[src/gsa_pkg.sv]
// Types and constants shared by the generational slot allocator modules.
`default_nettype none

package gsa_pkg;

    localparam int SLOT_COUNT_DEF = 16;
    localparam int GEN_W          = 16;
    localparam int HANDLE_W       = 32;
    localparam int OPCODE_W       = 3;
    localparam int COUNT_W        = 5;
    localparam int COUNT_MAX      = 31;
    localparam int TDATA_IN_W     = 40;
    localparam int TDATA_OUT_W    = 40;

    typedef enum logic [OPCODE_W-1:0] {
        OP_ALLOC     = 3'd0,
        OP_ALLOC_MGD = 3'd1,
        OP_CHECK     = 3'd2,
        OP_REMOVE    = 3'd3,
        OP_CLEAR     = 3'd4
    } t_op;

    typedef enum logic [1:0] {
        ST_INIT,
        ST_IDLE,
        ST_SCAN,
        ST_RESP
    } t_state;

    typedef struct packed {
        logic [GEN_W-1:0] gen;
        logic             used;
        logic             managed;
    } t_slot;

    typedef struct packed {
        logic [COUNT_W-1:0]  live_count;
        logic                ok;
        logic [HANDLE_W-1:0] handle_out;
    } t_result;

endpackage

`default_nettype wire

[src/gsa_slot_ram.sv]
// Slot table memory with one write port and one registered read port.
`default_nettype none

module gsa_slot_ram #(
    parameter int DEPTH = gsa_pkg::SLOT_COUNT_DEF,
    parameter int AW    = 4,
    parameter int DW    = $bits(gsa_pkg::t_slot)
) (
    input  wire logic          i_clk,
    input  wire logic          i_we,
    input  wire logic [AW-1:0] i_waddr,
    input  wire logic [DW-1:0] i_wdata,
    input  wire logic          i_re,
    input  wire logic [AW-1:0] i_raddr,
    output logic      [DW-1:0] o_rdata
);

    logic [DW-1:0] mem [DEPTH];
    logic [DW-1:0] r_rdata;

    always_ff @(posedge i_clk) begin
        if (i_we) begin
            mem[i_waddr] <= i_wdata;
        end
    end

    always_ff @(posedge i_clk) begin
        if (i_re) begin
            r_rdata <= mem[i_raddr];
        end
    end

    assign o_rdata = r_rdata;

endmodule

`default_nettype wire

[src/gsa_ctrl.sv]
// Sequencer walking the slot table one entry per cycle on alloc or clear.
`default_nettype none

module gsa_ctrl #(
    parameter int SLOT_COUNT = gsa_pkg::SLOT_COUNT_DEF,
    parameter int AW         = 4,
    parameter int DW         = $bits(gsa_pkg::t_slot)
) (
    input  wire logic                            i_clk,
    input  wire logic                            i_rst_n,
    input  wire logic                            i_start,
    input  wire logic [gsa_pkg::OPCODE_W-1:0]    i_opcode,
    input  wire logic [gsa_pkg::HANDLE_W-1:0]    i_handle,
    output logic                                 o_idle,
    input  wire logic                            i_res_free,
    output logic                                 o_done,
    output gsa_pkg::t_result                     o_result,
    output logic                                 o_we,
    output logic      [AW-1:0]                   o_waddr,
    output logic      [DW-1:0]                   o_wdata,
    output logic                                 o_re,
    output logic      [AW-1:0]                   o_raddr,
    input  wire logic [DW-1:0]                   i_rdata
);

    localparam int LW = $clog2(SLOT_COUNT + 1);
    localparam logic [AW-1:0] LAST = AW'(SLOT_COUNT - 1);

    gsa_pkg::t_state                    r_state, n_state;
    gsa_pkg::t_op                       r_op, n_op;
    logic [gsa_pkg::GEN_W-1:0]          r_gen, n_gen;
    logic [AW-1:0]                      r_addr, n_addr;
    logic                               r_more, n_more;
    logic                               r_rd_vld;
    logic [AW-1:0]                      r_rd_idx;
    logic [gsa_pkg::HANDLE_W-1:0]       r_handle_out, n_handle_out;
    logic                               r_ok, n_ok;
    logic [LW-1:0]                      r_live, n_live;

    gsa_pkg::t_slot                     rd;
    gsa_pkg::t_slot                     wr;
    logic [gsa_pkg::GEN_W-1:0]          gen_inc;
    logic [gsa_pkg::GEN_W-1:0]          low;
    logic                               scan_op;
    logic                               hit;

    assign rd      = gsa_pkg::t_slot'(i_rdata);
    assign gen_inc = (rd.gen == 16'hFFFF) ? 16'd1 : rd.gen + 16'd1;
    assign low     = i_handle[gsa_pkg::GEN_W-1:0];
    assign scan_op = (r_op == gsa_pkg::OP_ALLOC) || (r_op == gsa_pkg::OP_ALLOC_MGD)
                     || (r_op == gsa_pkg::OP_CLEAR);
    assign hit     = rd.used && (rd.gen == r_gen);

    always_ff @(posedge i_clk) begin
        if (!i_rst_n) begin
            r_state  <= gsa_pkg::ST_INIT;
            r_op     <= gsa_pkg::OP_ALLOC;
            r_addr   <= '0;
            r_more   <= 1'b0;
            r_rd_vld <= 1'b0;
            r_live   <= '0;
        end else begin
            r_state  <= n_state;
            r_op     <= n_op;
            r_addr   <= n_addr;
            r_more   <= n_more;
            r_rd_vld <= o_re;
            r_live   <= n_live;
        end
    end

    always_ff @(posedge i_clk) begin
        r_gen        <= n_gen;
        r_rd_idx     <= r_addr;
        r_handle_out <= n_handle_out;
        r_ok         <= n_ok;
    end

    always_comb begin
        n_state      = r_state;
        n_op         = r_op;
        n_gen        = r_gen;
        n_addr       = r_addr;
        n_more       = r_more;
        n_handle_out = r_handle_out;
        n_ok         = r_ok;
        n_live       = r_live;
        o_we         = 1'b0;
        o_re         = 1'b0;
        o_done       = 1'b0;
        wr           = rd;
        unique case (r_state)
            gsa_pkg::ST_INIT: begin
                o_we   = 1'b1;
                wr     = '0;
                n_addr = r_addr + 1'b1;
                if (r_addr == LAST) begin
                    n_state = gsa_pkg::ST_IDLE;
                    n_addr  = '0;
                end
            end
            gsa_pkg::ST_IDLE: begin
                if (i_start) begin
                    n_gen        = i_handle[gsa_pkg::HANDLE_W-1:gsa_pkg::GEN_W];
                    n_handle_out = '0;
                    n_ok         = 1'b0;
                    n_more       = 1'b1;
                    n_addr       = '0;
                    n_state      = gsa_pkg::ST_RESP;
                    case (i_opcode) inside
                        gsa_pkg::OP_ALLOC, gsa_pkg::OP_ALLOC_MGD, gsa_pkg::OP_CLEAR: begin
                            n_op    = gsa_pkg::t_op'(i_opcode);
                            n_state = gsa_pkg::ST_SCAN;
                        end
                        gsa_pkg::OP_CHECK, gsa_pkg::OP_REMOVE: begin
                            n_op = gsa_pkg::t_op'(i_opcode);
                            if (low != 16'd0 && low <= 16'(SLOT_COUNT)) begin
                                n_addr  = AW'(low - 16'd1);
                                n_state = gsa_pkg::ST_SCAN;
                            end
                        end
                        default: begin
                            n_more = 1'b0;
                        end
                    endcase
                end
            end
            gsa_pkg::ST_SCAN: begin
                o_re = r_more;
                if (r_more) begin
                    n_addr = r_addr + 1'b1;
                    n_more = scan_op && (r_addr != LAST);
                end
                if (r_rd_vld) begin
                    unique case (r_op)
                        gsa_pkg::OP_ALLOC, gsa_pkg::OP_ALLOC_MGD: begin
                            if (!rd.used) begin
                                o_we         = 1'b1;
                                wr.gen       = gen_inc;
                                wr.used      = 1'b1;
                                wr.managed   = (r_op == gsa_pkg::OP_ALLOC_MGD);
                                n_handle_out = {gen_inc, 16'(r_rd_idx) + 16'd1};
                                n_ok         = 1'b1;
                                n_live       = r_live + 1'b1;
                                n_state      = gsa_pkg::ST_RESP;
                            end else if (r_rd_idx == LAST) begin
                                n_state = gsa_pkg::ST_RESP;
                            end
                        end
                        gsa_pkg::OP_CLEAR: begin
                            o_we    = 1'b1;
                            wr.used = 1'b0;
                            if (r_rd_idx == LAST) begin
                                n_ok    = 1'b1;
                                n_live  = '0;
                                n_state = gsa_pkg::ST_RESP;
                            end
                        end
                        gsa_pkg::OP_CHECK: begin
                            n_ok    = hit && rd.managed;
                            n_state = gsa_pkg::ST_RESP;
                        end
                        gsa_pkg::OP_REMOVE: begin
                            if (hit) begin
                                o_we    = 1'b1;
                                wr.used = 1'b0;
                                n_ok    = 1'b1;
                                n_live  = r_live - 1'b1;
                            end
                            n_state = gsa_pkg::ST_RESP;
                        end
                        default: begin
                            n_state = gsa_pkg::ST_RESP;
                        end
                    endcase
                end
            end
            gsa_pkg::ST_RESP: begin
                o_done = i_res_free;
                if (i_res_free) begin
                    n_state = gsa_pkg::ST_IDLE;
                end
            end
            default: begin
                n_state = gsa_pkg::ST_IDLE;
            end
        endcase
    end

    assign o_idle  = (r_state == gsa_pkg::ST_IDLE);
    assign o_waddr = (r_state == gsa_pkg::ST_INIT) ? r_addr : r_rd_idx;
    assign o_wdata = DW'(wr);
    assign o_raddr = r_addr;

    assign o_result.handle_out = r_handle_out;
    assign o_result.ok         = r_ok;
    assign o_result.live_count = (32'(r_live) > 32'(gsa_pkg::COUNT_MAX))
                                 ? gsa_pkg::COUNT_W'(gsa_pkg::COUNT_MAX)
                                 : gsa_pkg::COUNT_W'(r_live);

endmodule

`default_nettype wire

[src/generational_slot_allocator_top.sv]
// Top level of the generational slot allocator with its stream ports.
//
// One request on the slave stream carries an opcode and a handle; every
// request gives exactly one result on the master stream with the new
// handle, a success flag and the count of slots in use afterwards.
// Requests are taken one at a time: tready is high only while the
// sequencer is idle, and drops for the whole operation.
// Allocation and clear all walk the slot table at one entry per cycle
// through a single memory read port: an allocation stops at the first
// free slot, while a full table or a clear all reads every entry. Check
// and remove read one entry; a malformed handle or an unknown opcode
// reads none and goes straight to the result.
// After reset the slot table is cleared one entry per cycle; tready stays
// low until every entry is cleared. The result sits in an output register;
// when the receiver stalls, it holds there and the next request may still
// be accepted and worked on until its result is ready to be written.
`default_nettype none

module generational_slot_allocator_top #(
    parameter int SLOT_COUNT = gsa_pkg::SLOT_COUNT_DEF
) (
    input  wire logic                               i_clk,
    input  wire logic                               i_rst_n,
    input  wire logic                               i_s_axis_tvalid,
    output logic                                    o_s_axis_tready,
    // Fields from bit 0: opcode[2:0], handle_in[34:3], zero fill[39:35].
    input  wire logic [gsa_pkg::TDATA_IN_W-1:0]     i_s_axis_tdata,
    output logic                                    o_m_axis_tvalid,
    input  wire logic                               i_m_axis_tready,
    // Fields from bit 0: handle_out[31:0], ok[32], live_count[37:33], zero fill[39:38].
    output logic      [gsa_pkg::TDATA_OUT_W-1:0]    o_m_axis_tdata
);

    localparam int AW = (SLOT_COUNT > 1) ? $clog2(SLOT_COUNT) : 1;
    localparam int DW = $bits(gsa_pkg::t_slot);

    logic                       idle;
    logic                       start;
    logic                       done;
    logic                       res_free;
    gsa_pkg::t_result           result;
    logic                       we;
    logic [AW-1:0]              waddr;
    logic [DW-1:0]              wdata;
    logic                       re;
    logic [AW-1:0]              raddr;
    logic [DW-1:0]              rdata;
    logic                       r_m_tvalid;
    logic [gsa_pkg::TDATA_OUT_W-1:0] r_m_tdata;

    assign start    = i_s_axis_tvalid && idle;
    assign res_free = !r_m_tvalid || i_m_axis_tready;

    gsa_ctrl #(
        .SLOT_COUNT (SLOT_COUNT),
        .AW         (AW),
        .DW         (DW)
    ) u_ctrl (
        .i_clk      (i_clk),
        .i_rst_n    (i_rst_n),
        .i_start    (start),
        .i_opcode   (i_s_axis_tdata[gsa_pkg::OPCODE_W-1:0]),
        .i_handle   (i_s_axis_tdata[gsa_pkg::OPCODE_W +: gsa_pkg::HANDLE_W]),
        .o_idle     (idle),
        .i_res_free (res_free),
        .o_done     (done),
        .o_result   (result),
        .o_we       (we),
        .o_waddr    (waddr),
        .o_wdata    (wdata),
        .o_re       (re),
        .o_raddr    (raddr),
        .i_rdata    (rdata)
    );

    gsa_slot_ram #(
        .DEPTH (SLOT_COUNT),
        .AW    (AW),
        .DW    (DW)
    ) u_ram (
        .i_clk   (i_clk),
        .i_we    (we),
        .i_waddr (waddr),
        .i_wdata (wdata),
        .i_re    (re),
        .i_raddr (raddr),
        .o_rdata (rdata)
    );

    always_ff @(posedge i_clk) begin
        if (!i_rst_n) begin
            r_m_tvalid <= 1'b0;
        end else if (done) begin
            r_m_tvalid <= 1'b1;
        end else if (i_m_axis_tready) begin
            r_m_tvalid <= 1'b0;
        end
    end

    always_ff @(posedge i_clk) begin
        if (done) begin
            r_m_tdata <= gsa_pkg::TDATA_OUT_W'(result);
        end
    end

    assign o_s_axis_tready = idle;
    assign o_m_axis_tvalid = r_m_tvalid;
    assign o_m_axis_tdata  = r_m_tdata;

endmodule

`default_nettype wire

[config.mk]
export PLATFORM = sky130hd
export DESIGN_NAME = generational_slot_allocator_top
export DESIGN_NICKNAME = d
export VERILOG_FILES = /design/src/gsa_pkg.sv /design/src/gsa_slot_ram.sv /design/src/gsa_ctrl.sv /design/src/generational_slot_allocator_top.sv
export SDC_FILE = /design/constraint.sdc
export NUM_CORES = 1
export LEC_CHECK = 0
export CAP_MARGIN = 20
export CORE_MARGIN = 2
export CORE_UTILIZATION = 55
export DETAILED_ROUTE_END_ITERATION = 8
export DONT_BUFFER_PORTS = 1
export PLACE_DENSITY_LB_ADDON = 0.2
export RECOVER_POWER = 50
export SETUP_SLACK_MARGIN = 0.2
export SYNTH_ARGS = -nofsm -noshare
export SYNTH_HDL_FRONTEND = slang
export SYNTH_SLANG_ARGS = --single-unit
[constraint.sdc]
create_clock -name i_clk -period 3.5 [get_ports i_clk]
set_input_delay 0.875 -clock i_clk [delete_from_list [all_inputs] [get_ports i_clk]]
set_output_delay 0.875 -clock i_clk [all_outputs]
set_load 0.01 [all_outputs]
; After elaboration in Yosys (flattened, before gate mapping)
; Memory sizes are Yosys's and may differ from the RTL's. A register that Yosys moved wholly into a read port is not among the register bits.
; Index checks and enable logic that the tools add are counted.
; W data, S select, Z words.
[totals]
ff_bits = 108
word_cells = 140
ram_bits = 288
in_bits = 44
memories = 1
[memory_table]
columns = memory, words, word_bits, read_ports, rd_ports_with_merged_regs, write_ports, line_no
row1 = u_ram.mem, 16, 18, 1, 1, 1, gsa_slot_ram.sv:18  ; logic [DW-1:0] mem [DEPTH];
[op_classes]
muxes = 61
reduce_logical = 29
n_addsub = 6
n_lt_le_gt_ge = 1
eq_ne = 30
[ops]
columns = op, n
row1 = $mux W32, 4
row2 = $pmux W32 S2, 1
row3 = $mux W18, 2
row4 = $pmux W18 S2, 1
row5 = $mux W16, 2
row6 = $mux W4, 7
row7 = $mux W1, 21
row8 = $add A16 B1 Y16 const B, 1
row9 = $eq A16 B16 Y1, 1
row10 = $eq A16 B16 Y1 const B, 1
row11 = $le A16 B5 Y1 const B, 1
row12 = $mux W2, 8
row13 = $reduce_bool A16 Y1, 1
row14 = $mux W5, 3
row15 = $pmux W5 S3, 1
row16 = $eq A3 B2 Y1 const B, 4
row17 = $ne A2 B1 Y1 const B, 6
row18 = $pmux W4 S3, 1
row19 = $eq A4 B4 Y1 const B, 2
row20 = $ne A2 B2 Y1 const B, 4
row21 = $pmux W2 S4, 1
row22 = $reduce_and A7 Y1, 1
row23 = $eq A3 B1 Y1 const B, 2
row24 = $eq A3 B3 Y1 const B, 2
row25 = other kinds (30), 49

; Depth between registers and ports, before layout
[logic_depth]
ltp_word = 8
depth_mapped = 9
mapped_depth_nobuf = 8

; Modules after synthesis
; From an unflattened synthesis, not the netlist that was laid out.
[unflattened]
cells_unflattened = 928
hier_area_um2 = 16423.3
[by_module_without_submodules]
columns = mod, seq_area_each_um2, area_each_um2, cells_per_inst, n_inst
row1 = gsa_slot_ram, 9188.8, 11502.3, 482, 1
row2 = gsa_ctrl, 1541.5, 3706.1, 400, 1
row3 = generational_slot_allocator_top, 1161.1, 1214.9, 46, 1

; Worst setup path after synthesis
; Ideal clock, no wire load.
[synth_timing]
path_kind = register to register
from = register u_ram.r_rdata[16], in the netlist u_ram.o_rdata[16], read port of u_ram.mem
to = memory u_ram.mem[14][0] in the netlist's numbering, enable pin
path_stages_with_launch = 8
required_ns = 3.080
path_slack_ns = 0.056
t_arrival_ns = 3.024
setup_ns = 0.420
cell_sequence = edfxtp_1 -> buf_4 -> xnor2_1 -> nand4_1 -> nor4_4 -> a41oi_4 -> buf_6 -> nor3b_1
[synth_between]
elab_chain_cells = 8
[synth_rtl]
columns = item, line_no
row1 = "start, declared", gsa_slot_ram.sv:19  ; logic [DW-1:0] r_rdata;
row2 = $eq A16 B16 Y1, gsa_ctrl.sv:52  ; assign hit = rd.used && (rd.gen == r_gen);
row3 = $logic_and A1 B1 Y1, gsa_ctrl.sv:52
row4 = $mux W1, gsa_ctrl.sv:164  ; if (hit) begin
row5 = $pmux W1 S3, gsa_ctrl.sv:135  ; unique case (r_op)
row6 = $mux W1, gsa_ctrl.sv:134  ; if (r_rd_vld) begin
row7 = $pmux W1 S2, gsa_ctrl.sv:92  ; unique case (r_state)
row8 = $mux W1, gsa_slot_ram.sv:22  ; if (i_we) begin
row9 = $mux W1 (implied by the code), gsa_slot_ram.sv:23  ; mem[i_waddr] <= i_wdata;
row10 = "end, declared", gsa_slot_ram.sv:18
; No other way between the ends.

; Worst setup path in the final report
[layout_timing]
from = register u_ram.r_rdata[2], in the netlist u_ram.o_rdata[2], read port of u_ram.mem
to = memory u_ram.mem[9][2] in the netlist's numbering (data pin)
[layout_between]
elab_chain_cells = 6
elab_cells_between_ends = 7
classes_between = 1 x add/sub / 1 x eq/ne / 5 x mux
[layout_rtl]
columns = item, line_no
row1 = $add A16 B1 Y16 or $eq A16 B16 Y1 (tied branches), gsa_ctrl.sv:48  ; assign gen_inc = (rd.gen == 16'hFFFF) ? 16'd1 : rd.gen + 16'd1;
row2 = $mux W16, gsa_ctrl.sv:48
row3 = $mux W18, gsa_ctrl.sv:137  ; if (!rd.used) begin
row4 = $mux W16, gsa_ctrl.sv:135
row5 = $mux W18, gsa_ctrl.sv:134
row6 = $pmux W18 S2 *, gsa_ctrl.sv:92
row7 = via u_ctrl.o_wdata[2], gsa_ctrl.sv:20  ; output logic [DW-1:0] o_wdata,
; The timed path passes the listed nets; every way through them passes the cells marked *.

==> impl_metrics.py <==
metrics = {
    "sta": {
        "finalHoldViolations": 0,
        "max_slew.worst_pin.slew_ns": 1.415,
        "max_freq_mhz": 326.9,
        "rsz0062_at_grt": "no",
        "slew_violations": 0,
        "min_period_ns": 3.059,
        "finalCritPeriodShare": 0.8739,
        "slew_headroom": 0.05691,
        "holdWs_ns": 0.4168,
        "setup_violations": 0,
        "fin_worst_skew_ns": 0.01997,
        "timing.setup.tns_ns": 0,
    },
    "global_routing": {
        "grt_max_degree": 80,
        "grt_first_pass_wirelength_um": 51750,
        "grt-busiest-layer": "met2",
        "use_met2": 0.3871,
        "antenna_found_initial": 0,
        "use_met1": 0.2984,
        "track_usage": 0.2243,
        "grt_pass1_vias": 8656,
        "grt_overflow_total": 0,
        "gr-usage-met3": 0.03377,
    },
    "clock_tree": {
        "clk_latency_ns": 0.53,
        "cts.sinks": 392,
        "clk_path_buf_depth": 3,
        "hold_buffers": 0,
        "cts_tree": "yes",
        "ctsResizeCount": 0,
        "path_clk_slew_ns": 0.06,
        "htreeDepth": 2,
        "numCtsBuffers": 39,
        "root_buffer": "clkbuf_16",
        "post-cts-setup-buffers": 0,
    },
    "final_layout": {
        "final_cell_mix": "371 x edfxtp_1, 90 x mux4_2, 39 x clkbuf_16",
        "drive_above_1_share": 0.2064,
        "final_cell_area_mm2": 0.01796,
        "final_common_cell": "edfxtp_1",
        "antenna-diode-count": 0,
        "nets": 996,
        "syn_to_final_growth_pct": 10.62,
        "utilization": 0.6223,
        "instances_no_fill": 1348,
    },
    "synth": {
        "yosysTopAreaCell": "edfxtp_1",
        "synth_ff_type": "edfxtp_1",
        "synth_edf_count": 371,
        "async_flop_share": 0,
        "netlist_instances": 908,
        "seq_area_frac_synth": 0.7122,
        "synth_area_leaders": "edfxtp_1 69%, mux4_2 12%, dfxtp_1 2.6%",
        "syn_area_mm2": 0.01623,
        "synth_cell_types": 67,
        "synth_top_area_frac": 0.6863,
        "yosys_warnings": 0,
        "syn_area_per_cell_um2": 17.88,
        "ys_ff_latch": 392,
    },
    "power_and_ir_drop": {
        "intPower_w": 0.009812,
        "leakage_nw": 5.769,
        "switchingPower_w": 0.004014,
        "power_frac_seq": 0.467,
        "vdd_drop_max_mv": 0.6461,
        "switching_share": 0.2903,
        "combPwrFrac": 0.258,
        "powerDensity_mw_per_mm2": 769.9,
        "pwr-share-clk": 0.275,
    },
    "route": {
        "drtPass1Iterations": 5,
        "wire_per_inst_um": 24.95,
        "drcViolationCount": 0,
        "ant_nets": 0,
        "drt_wl_total_um": 33640,
        "vias_per_cell": 6.231,
        "drtIter0Drc": 1025,
        "vias": 8399,
    },
    "place": {
        "portBuffers": 0,
        "dp_hpwl_um": 20340,
        "dpl-instance-area_mm2": 0.01683,
        "gp_congestion": 0.9133,
        "place_inst": 1277,
    },
    "die": {
        "num_rows": 62,
        "core-area_mm2": 0.02886,
        "initial_core_util": 0.5625,
        "die_h_um": 175.8,
        "die_x_um": 175.8,
        "ioPinCount": 86,
        "fp.dieArea_mm2": 0.03091,
    },
    "setup_path": {
        "required_ns": 3.75,
        "crit_type": "reg2reg",
        "rr_worst_depth": 6,
        "cp-end-kind": "flip-flop",
        "worstPathArrival_ns": 3.31,
        "cp-start-kind": "flip-flop",
        "cp_max_fo": 16,
    },
    "min_path": {
        "hold_class": "reg2reg",
        "holdPathStages": 0,
    },
    "status": {
        "status": "complete, no violations",
    },
    "run": {
        "max-cap-violations": 0,
    },
}
-- metal layers --
metal  wire (µm)  share of wire  vias up
met1       13710           0.41     4329
met5           0              0        -
li1            -              -     3663
met2       17320           0.51      336
met3        1832          0.054       71
met4         768          0.023        0
-- synthesized netlist by cell type, drive strengths merged (4+ instances only) --
cell type  count
edfxtp       371
mux4          90
nor2          38
buf           37
nand2         36
clkbuf        29
o21ai         27
xnor2         27
nor3          24
dfxtp         21
a21oi         20
nand3         19
inv           18
a31oi         16
ha            13
xor2          11
and2          10
mux2i          8
nor3b          8
nand4          7
nor2b          7
and3           6
o22ai          5
nand2b         4
-- power by group through the flow --
stage / Combinational [W] / Sequential [W] / Clock [W]
floorplan: 0.00244 / 0.00648 / 0
global placement: 0.00343 / 0.00650 / 0
detailed placement: 0.00357 / 0.00655 / 0
CTS: 0.00359 / 0.00646 / 0.00389
global route: 0.00383 / 0.00650 / 0.00407
finish: 0.00356 / 0.00646 / 0.00381
-- state kept, by name, indices dropped and copies added, names as in the netlist --
register             flops
u_ram.o_rdata           18
u_ctrl.r_live            5
u_ctrl.r_state           2
u_ctrl.r_ok              1
u_ctrl.r_handle_out     21
u_ram.mem              288
o_m_axis_tdata          27
u_ctrl.r_more            1
u_ctrl.r_op              3
u_ctrl.r_rd_idx          4
u_ctrl.r_gen            16
u_ctrl.o_raddr           4
u_ctrl.r_rd_vld          1
o_m_axis_tvalid          1
-- stage by stage --
stage	total power, W	worst slack, ns
floorplan	0.008917	0.1324
global placement	0.009930	0.5352
detailed placement	0.01012	0.3605
CTS	0.01393	0.3228
global route	0.01440	0.2036
finish	0.01383	0.4412
-- worst max-delay path: stages, from the launching register on --
cell and delay (ns):
edfxtp_1 0.52, ha_1 0.34, nand3_1 0.17, nor3_2 0.47, nand2_1 0.42, a31oi_1 0.28
clkbuf_1 0.56
-- final cells by class --
type | count | area [µm²]
inverter | 18 | 67.56
tap | 384 | 480.5
fill | 1970 | 10900
sequential | 392 | 11560
multi-input combinational | 444 | 4383
clock inverter | 15 | 127.6
timing repair buffer | 43 | 311.5
clock buffer | 52 | 1025
-- logic make-up after synthesis --
kind of cell    after synthesis  synth area share
xor+xnor                     38           0.02050
other cells                   1         0.0002310
flops                       392            0.7122
fa+ha+maj                    14           0.01125
compound gates              106           0.04417
simple gates                175           0.05673
buf+inv                      84           0.02513
mux                          98            0.1298
-- path summary, 6_finish.rpt --
kind	slack [ns]	startpoint	endpoint
hold reg to reg	0.42	u_ctrl.r_handle_out[30]	o_m_axis_tdata[30]
setup reg to reg	0.44	u_ram.o_rdata[2]	u_ram.mem[9][2]
setup / recovery	0.44	u_ram.o_rdata[2]	u_ram.mem[9][2]
hold / removal	0.42	u_ctrl.r_handle_out[30]	o_m_axis_tdata[30]
Note: power is estimated with default switching activity, not from simulation.
